### config.mk
export PLATFORM = sky130hd
export DESIGN_NAME = shared_buffer_multi_queue
export DESIGN_NICKNAME = d
export VERILOG_FILES = /design/src/sbmq_pkg.sv /design/src/shared_buffer_multi_queue.sv /design/src/sbmq_ram.sv
export SDC_FILE = /design/constraint.sdc
export NUM_CORES = 1
export LEC_CHECK = 0
export BUFFER_PORTS_ARGS = -buffer_cell sky130_fd_sc_hd__buf_2
export CORE_ASPECT_RATIO = 1.1
export CORE_MARGIN = 3
export CORE_UTILIZATION = 56
export CTS_CLUSTER_DIAMETER = 60
export CTS_CLUSTER_SIZE = 12
export DETAILED_ROUTE_END_ITERATION = 12
export PLACE_DENSITY = 0.73
export SYNTH_ARGS = -nofsm -noshare
export SYNTH_HDL_FRONTEND = slang
export SYNTH_SLANG_ARGS = --single-unit
### constraint.sdc
create_clock -name i_clk -period 4.8 [get_ports i_clk]
set_input_delay 0.48 -clock i_clk [delete_from_list [all_inputs] [get_ports i_clk]]
set_output_delay 0.48 -clock i_clk [all_outputs]
set_load 0.05 [all_outputs]
### src/sbmq_pkg.sv
// Shared types and codes for the shared-buffer multi-queue block.
// Used by the top level; no dependencies.
package sbmq_pkg;

    typedef enum logic [1:0] {
        S_IDLE,
        S_QRD,
        S_EXEC
    } t_state;

    localparam logic FUNC_ENQ = 1'b0;
    localparam logic FUNC_DEQ = 1'b1;

    localparam logic [1:0] ST_OK        = 2'd0;
    localparam logic [1:0] ST_OVERFLOW  = 2'd1;
    localparam logic [1:0] ST_UNDERFLOW = 2'd2;

endpackage

### src/shared_buffer_multi_queue.sv
// Top level of the shared-buffer multi-queue: several FIFO queues linked through
// one entry pool with a free list. Depends on sbmq_pkg and sbmq_ram.
//
// Each input word carries an operation (enqueue or dequeue), a queue number and,
// for enqueue, a data word; each produces exactly one result word with a status
// (ok, overflow, underflow) and the dequeued data (zero unless a dequeue succeeds).
// State lives in three RAMs with registered reads: a per-queue head/tail
// table, a per-entry link table and the data store. Per-queue non-empty flags, the
// free-list head and a fill count sit in flip-flops. An enqueue goes from the
// accepting state straight to the execute state: queue table and free-list link
// are read at acceptance, and the writes and the result register land at the end
// of the execute state. A dequeue passes through a queue-read state in between,
// since the link of the head entry can only be addressed once the head has come
// back from the queue table. One item is in flight at a time and tready is low
// during reset. The result register lets a new word be accepted while the last
// result waits; a stalled output holds the item in its execute state. No clearing
// pass is needed after reset: link entries never allocated are recognized by a
// fill count and read as "next entry", which is the reset chain of the free list.
module shared_buffer_multi_queue
    import sbmq_pkg::*;
#(
    parameter int NUM_ENTRIES = 16,
    parameter int NUM_QUEUES  = 4
) (
    input  logic        i_clk,
    input  logic        i_rst_n,
    input  logic        s_axis_tvalid,
    output logic        s_axis_tready,
    input  logic [31:0] s_axis_tdata,   // [31:0] data_in
    input  logic [2:0]  s_axis_tuser,   // [0] func, [2:1] queue_id
    output logic        m_axis_tvalid,
    input  logic        m_axis_tready,
    output logic [31:0] m_axis_tdata,   // [31:0] data_out
    output logic [1:0]  m_axis_tuser    // [1:0] status
);

    // IW holds an entry index or the end marker NUM_ENTRIES
    localparam int IW  = $clog2(NUM_ENTRIES + 1);
    localparam int EAW = $clog2(NUM_ENTRIES);
    localparam int QW  = NUM_QUEUES > 1 ? $clog2(NUM_QUEUES) : 1;
    localparam logic [IW-1:0] NIL = IW'(NUM_ENTRIES);

    t_state r_state, n_state;

    logic            r_func, n_func;
    logic [1:0]      r_q, n_q;
    logic [31:0]     r_data, n_data;

    logic [NUM_QUEUES-1:0] r_qne, n_qne;   // queue non-empty flags
    logic [IW-1:0]         r_free_head, n_free_head;
    logic [IW-1:0]         r_fill, n_fill; // entries below this were allocated at least once

    logic            r_out_valid, n_out_valid;
    logic [1:0]      r_out_status, n_out_status;
    logic [31:0]     r_out_data, n_out_data;

    // queue table: {head, tail}
    logic            qm_we;
    logic [QW-1:0]   qm_raddr;
    logic [2*IW-1:0] qm_wdata, qm_rdata;
    logic [IW-1:0]   qhead, qtail;

    logic            lk_we;
    logic [EAW-1:0]  lk_waddr, lk_raddr;
    logic [IW-1:0]   lk_wdata, lk_rdata;

    logic            wd_we;
    logic [31:0]     wd_rdata;

    logic [QW+1:0]   q_ext, in_q_ext;
    logic [QW-1:0]   q_addr, in_q_addr;
    logic            q_ok, q_ne;
    logic            free_nil, pristine, out_free;
    logic [IW-1:0]   nxt_free;

    assign q_ext     = {{QW{1'b0}}, r_q};
    assign in_q_ext  = {{QW{1'b0}}, s_axis_tuser[2:1]};
    assign q_addr    = q_ext[QW-1:0];
    assign in_q_addr = in_q_ext[QW-1:0];
    assign q_ok      = q_ext < (QW + 2)'(NUM_QUEUES);
    assign q_ne      = q_ok && r_qne[q_addr];

    assign qhead = qm_rdata[2*IW-1:IW];
    assign qtail = qm_rdata[IW-1:0];

    assign free_nil = r_free_head == NIL;
    // an entry never allocated still has its reset link: the next index
    assign pristine = r_free_head >= r_fill;
    assign nxt_free = pristine ? r_free_head + IW'(1) : lk_rdata;
    assign out_free = !r_out_valid || m_axis_tready;

    assign qm_raddr = (r_state == S_IDLE) ? in_q_addr : q_addr;
    assign lk_raddr = (r_state != S_IDLE && r_func == FUNC_DEQ) ? qhead[EAW-1:0]
                                                                : r_free_head[EAW-1:0];

    sbmq_ram #(.DEPTH(NUM_QUEUES), .WIDTH(2 * IW)) u_qtab (
        .i_clk   (i_clk),
        .i_we    (qm_we),
        .i_waddr (q_addr),
        .i_wdata (qm_wdata),
        .i_raddr (qm_raddr),
        .o_rdata (qm_rdata)
    );

    sbmq_ram #(.DEPTH(NUM_ENTRIES), .WIDTH(IW)) u_link (
        .i_clk   (i_clk),
        .i_we    (lk_we),
        .i_waddr (lk_waddr),
        .i_wdata (lk_wdata),
        .i_raddr (lk_raddr),
        .o_rdata (lk_rdata)
    );

    sbmq_ram #(.DEPTH(NUM_ENTRIES), .WIDTH(32)) u_word (
        .i_clk   (i_clk),
        .i_we    (wd_we),
        .i_waddr (r_free_head[EAW-1:0]),
        .i_wdata (r_data),
        .i_raddr (qhead[EAW-1:0]),
        .o_rdata (wd_rdata)
    );

    always_comb begin
        n_state      = r_state;
        n_func       = r_func;
        n_q          = r_q;
        n_data       = r_data;
        n_qne        = r_qne;
        n_free_head  = r_free_head;
        n_fill       = r_fill;
        n_out_valid  = r_out_valid;
        n_out_status = r_out_status;
        n_out_data   = r_out_data;
        qm_we        = 1'b0;
        qm_wdata     = qm_rdata;
        lk_we        = 1'b0;
        lk_waddr     = qtail[EAW-1:0];
        lk_wdata     = r_free_head;
        wd_we        = 1'b0;

        if (m_axis_tready) begin
            n_out_valid = 1'b0;
        end

        unique case (r_state)
            S_IDLE: begin
                if (s_axis_tvalid) begin
                    n_func  = s_axis_tuser[0];
                    n_q     = s_axis_tuser[2:1];
                    n_data  = s_axis_tdata;
                    n_state = (s_axis_tuser[0] == FUNC_DEQ) ? S_QRD : S_EXEC;
                end
            end
            S_QRD: begin
                // head is back; link and word of the head are read this cycle
                n_state = S_EXEC;
            end
            S_EXEC: begin
                if (out_free) begin
                    n_state     = S_IDLE;
                    n_out_valid = 1'b1;
                    n_out_data  = '0;
                    if (r_func == FUNC_ENQ) begin
                        if (!q_ok || free_nil) begin
                            n_out_status = ST_OVERFLOW;
                        end else begin
                            n_out_status = ST_OK;
                            n_free_head  = nxt_free;
                            if (pristine) begin
                                n_fill = r_fill + IW'(1);
                            end
                            wd_we = 1'b1;
                            qm_we = 1'b1;
                            if (q_ne) begin
                                // append behind the tail; tail's own link is never read
                                lk_we    = 1'b1;
                                lk_waddr = qtail[EAW-1:0];
                                lk_wdata = r_free_head;
                                qm_wdata = {qhead, r_free_head};
                            end else begin
                                qm_wdata       = {r_free_head, r_free_head};
                                n_qne[q_addr]  = 1'b1;
                            end
                        end
                    end else begin
                        if (!q_ne) begin
                            n_out_status = ST_UNDERFLOW;
                        end else begin
                            n_out_status = ST_OK;
                            n_out_data   = wd_rdata;
                            // push the old head onto the free list
                            lk_we        = 1'b1;
                            lk_waddr     = qhead[EAW-1:0];
                            lk_wdata     = r_free_head;
                            n_free_head  = qhead;
                            if (qhead == qtail) begin
                                n_qne[q_addr] = 1'b0;
                            end else begin
                                qm_we    = 1'b1;
                                qm_wdata = {lk_rdata, qtail};
                            end
                        end
                    end
                end
            end
            default: begin
                n_state = S_IDLE;
            end
        endcase
    end

    always_ff @(posedge i_clk) begin
        if (!i_rst_n) begin
            r_state     <= S_IDLE;
            r_qne       <= '0;
            r_free_head <= '0;
            r_fill      <= '0;
            r_out_valid <= 1'b0;
        end else begin
            r_state     <= n_state;
            r_qne       <= n_qne;
            r_free_head <= n_free_head;
            r_fill      <= n_fill;
            r_out_valid <= n_out_valid;
        end
    end

    always_ff @(posedge i_clk) begin
        r_func       <= n_func;
        r_q          <= n_q;
        r_data       <= n_data;
        r_out_status <= n_out_status;
        r_out_data   <= n_out_data;
    end

    assign s_axis_tready = (r_state == S_IDLE) && i_rst_n;
    assign m_axis_tvalid = r_out_valid;
    assign m_axis_tdata  = r_out_data;
    assign m_axis_tuser  = r_out_status;

endmodule

### src/sbmq_ram.sv
// Simple dual-port synchronous RAM: one write port, one read port, registered read.
// No dependencies.
module sbmq_ram #(
    parameter int DEPTH = 16,
    parameter int WIDTH = 32
) (
    input  logic                                i_clk,
    input  logic                                i_we,
    input  logic [(DEPTH > 1 ? $clog2(DEPTH) : 1)-1:0] i_waddr,
    input  logic [WIDTH-1:0]                    i_wdata,
    input  logic [(DEPTH > 1 ? $clog2(DEPTH) : 1)-1:0] i_raddr,
    output logic [WIDTH-1:0]                    o_rdata
);

    logic [WIDTH-1:0] r_mem [DEPTH];
    logic [WIDTH-1:0] r_rdata;

    always_ff @(posedge i_clk) begin
        if (i_we) begin
            r_mem[i_waddr] <= i_wdata;
        end
        r_rdata <= r_mem[i_raddr];
    end

    assign o_rdata = r_rdata;

endmodule

==> flow_metrics.env <==
export IMPL_status="complete, no violations"
export IMPL_antenna_found_initial=2
export IMPL_clock_skew_ns=0.0165
export IMPL_design_area_sq_um=32600
export IMPL_insertion_delay_ns=0.60
export IMPL_vias=13924
export IMPL_drtIter0Drc=1593
export IMPL_internal_power_mw=10.8
export IMPL_cp_arrival_ns=3.25
export IMPL_crit_path_start_kind="register"
export IMPL_synth_top_area_frac=0.718
export IMPL_cts_resized=0
export IMPL_io_pins=75
export IMPL_dp_cells=2087
export IMPL_critPathCaptureType="register"
export IMPL_drv_slew=0
export IMPL_dpl_worst_slack_ns=1.78
export IMPL_fin_util=0.634
export IMPL_p_sw_mw=2.95
export IMPL_path_class="register to register"
export IMPL_drc_errors=0
export IMPL_hold_depth=1
export IMPL_swShare=0.215
export IMPL_timing_rr_start="r_free_head[0]"
export IMPL_dr_wl_met2_um=29800
export IMPL_min_delay_start="s_axis_tdata[22]"
export IMPL_postRouteAntennaNets=0
export IMPL_grt_overflow_total=0
export IMPL_synthTopCellsByArea="edfxtp_1 72%, mux4_2 13%, dfxtp_1 4.4%, mux2i_1 3.2%, and3_1 0.81%"
export IMPL_drive_gt1_frac=0.259
export IMPL_hold_slack_ns=0.0475
export IMPL_synth_cell_types=61
export IMPL_synth_area_sq_um=29300
export IMPL_wl_per_cell_um=26.8
export IMPL_num_rows=87
export IMPL_max_freq_ghz=0.329
export IMPL_power_frac_comb=0.067
export IMPL_cellPowerDensity_nw_per_um2=420
export IMPL_rsz0062_at_grt="false"
export IMPL_synth_edf_count=701
export IMPL_worst_ep_required_time_ns=5.01
export IMPL_hold_viol=0
export IMPL_setup_tns_ns=0
export IMPL_cp_max_fo=32
export IMPL_p_leak_nw=10.9
export IMPL_maxCapViolCount=0
export IMPL_hpwl_um=33000
export IMPL_cts_buffers=74
export IMPL_grt_usage=0.222
export IMPL_synth_seq_cells=765
export IMPL_postCtsSetupBuffers=0
export IMPL_die_height_um=246
export IMPL_setup_violations=0
export IMPL_top_layer_used="met4"
export IMPL_fillers=3396
export IMPL_die_area_sq_um=55200
export IMPL_synth_seq_area_share=0.761
export IMPL_netlist_instances=1386
export IMPL_async_flop_share=0
export IMPL_whs_endpoint="r_data[22]"
export IMPL_viasPerCell=6.28
export IMPL_reg2reg_to="u_word.r_mem[3][7]"
export IMPL_n_antenna_cell=0
export IMPL_initial_core_util=0.570
export IMPL_fin_crit_sh=0.633
export IMPL_m1WireLength_um=24100
export IMPL_grt_max_degree=129
export IMPL_place_congestion=0.844
export IMPL_seqPwrFrac=0.551
export IMPL_htreeDepth=3
export IMPL_cts_tree="yes"
export IMPL_worst_slack_ns=1.76
export IMPL_clockPowerShare=0.382
export IMPL_port_buffers=74
export IMPL_placed_area_sq_um=30500
export IMPL_clockRootBuffer="clkbuf_16"
export IMPL_cp_startpoint="r_free_head[0]"
export IMPL_worst_pin_slew_ns=1.17
export IMPL_cts_num_sinks=765
export IMPL_yosysWarnings=0
export IMPL_worst_ir_drop_vdd_v=0.000346
export IMPL_die_w_um=224
export IMPL_clock_path_buffers=3
export IMPL_nets=1545
export IMPL_ctsHoldBuffers=0
export IMPL_ff2ff_path_depth=5
export IMPL_grt_pass1_vias=14245
export IMPL_layout_cells_non_filler=2218
export IMPL_relSlewSlack=0.195
export IMPL_fin_crit_ns=3.04
export IMPL_grt_pass1_wl_um=90000
export IMPL_worstHoldPathType="input pin to register"
export IMPL_area_growth_pct=11.3
export IMPL_power_total_mw=13.7
export IMPL_drtPass1Iterations=5
export IMPL_synthFlopType="edfxtp_1"
export IMPL_syn_avg_cell_area_sq_um=21.2
export IMPL_r2r_slack_ns=1.76
export IMPL_yosysTopAreaCell="edfxtp_1"
export IMPL_core_sq_um=51500
export IMPL_synthesis_nets=1435
export IMPL_met3_length_um=4050
export IMPL_path_clk_slew_ns=0.06
export IMPL_routed_wirelength_um=59600
-- placed cells by master, fill, tap and decap left out, drive strengths merged, types with 6 or more instances in the layout --
cell type  count
a31oi         10
inv           19
o21ai         13
and2          15
dfxtp         64
mux2          13
nor3          11
edfxtp       701
buf          102
and3          38
nand2         20
a21oi         17
nand3          7
a211oi         7
clkbuf       122
xor2           7
mux2i         96
ha            10
nor2          41
o22a           6
mux4         171
-- state kept, by name (all words and copies together), names as in the netlist, 2 cells and up, named ones only --
name            flops
m_axis_tdata       32
u_link.r_mem       80
r_data             32
u_qtab.r_mem       40
u_word.o_rdata     32
r_state             2
r_fill              5
q_addr              2
u_qtab.o_rdata     10
r_free_head         5
m_axis_tuser        2
u_word.r_mem      512
u_link.o_rdata      5
-- power groups by stage --
stage                     clock network, mW  registers [mW]  logic [mW]
after floorplan                           0            7.68       0.664
after detailed placement                  0            7.70       0.924
after global routing                   5.62            7.58       0.981
after CTS                              5.34            7.57       0.928
final                                  5.24            7.57       0.917
after global placement                    0            7.70       0.912
-- how the worst max path moves through the flow --
| stage | end | slack [ns] | cells past startpoint |
|---|---|---|---|
| global placement | u_word.r_mem[3][18] | 1.86 | 5 |
| detailed placement | u_word.r_mem[3][18] | 1.78 | 5 |
| finish | u_word.r_mem[3][7] | 1.76 | 5 |
| CTS | u_word.r_mem[3][12] | 1.77 | 5 |
| global route | u_word.r_mem[2][12] | 1.63 | 5 |
| floorplan | u_word.r_mem[0][0] | 1.24 | 6 |
-- cell families after synthesis --
kind of cell,count (synthesis),synth area share
compound gates,84,0.0199
buf+inv,83,0.0127
flops,765,0.761
fa+ha+maj,10,0.00427
mux,280,0.170
simple gates,156,0.0295
xor+xnor,8,0.00239
-- area by class of cell --
| class | instances | area [sq um] | share of cell area |
|---|---|---|---|
| flip-flops and latches | 765 | 22300 | 0.685 |
| multi-input cells | 538 | 6670 | 0.204 |
| clock buffers | 122 | 2040 | 0.0626 |
| well taps | 667 | 835 | 0.0256 |
| repair buffers | 102 | 606 | 0.0186 |
| clock inverters | 9 | 92.6 | 0.00284 |
| inverters | 15 | 56.3 | 0.00172 |
-- per-layer routing --
layer	GRT usage	up-vias
li1	-	5961
met1	0.315	7252
met2	0.360	588
met3	0.0353	123
met4	0.0733	0
met5	0	-
-- worst max-delay path: stages, from the launching register on --
cell	delay, ns
dfxtp_2	0.33
inv_1	0.11
ha_1	0.33
and4bb_2	0.33
nor4_4	0.52
and3_2	1.00
-- cells in the mapped netlist (all sizes together) (4+ instances only) --
| library cell | number |
|---|---|
| edfxtp | 701 |
| mux4 | 171 |
| mux2i | 96 |
| dfxtp | 64 |
| nor2 | 41 |
| buf | 39 |
| and3 | 38 |
| clkbuf | 29 |
| nand2 | 20 |
| a21oi | 17 |
| and2 | 15 |
| inv | 15 |
| mux2 | 13 |
| o21ai | 13 |
| nor3 | 11 |
| a31oi | 10 |
| ha | 10 |
| a211oi | 7 |
| nand3 | 7 |
| xor2 | 7 |
| o22a | 6 |
| nand2b | 5 |
| nor2b | 5 |
| o221ai | 5 |
| a311oi | 4 |
No activity file was read; power rests on OpenSTA's default activity.
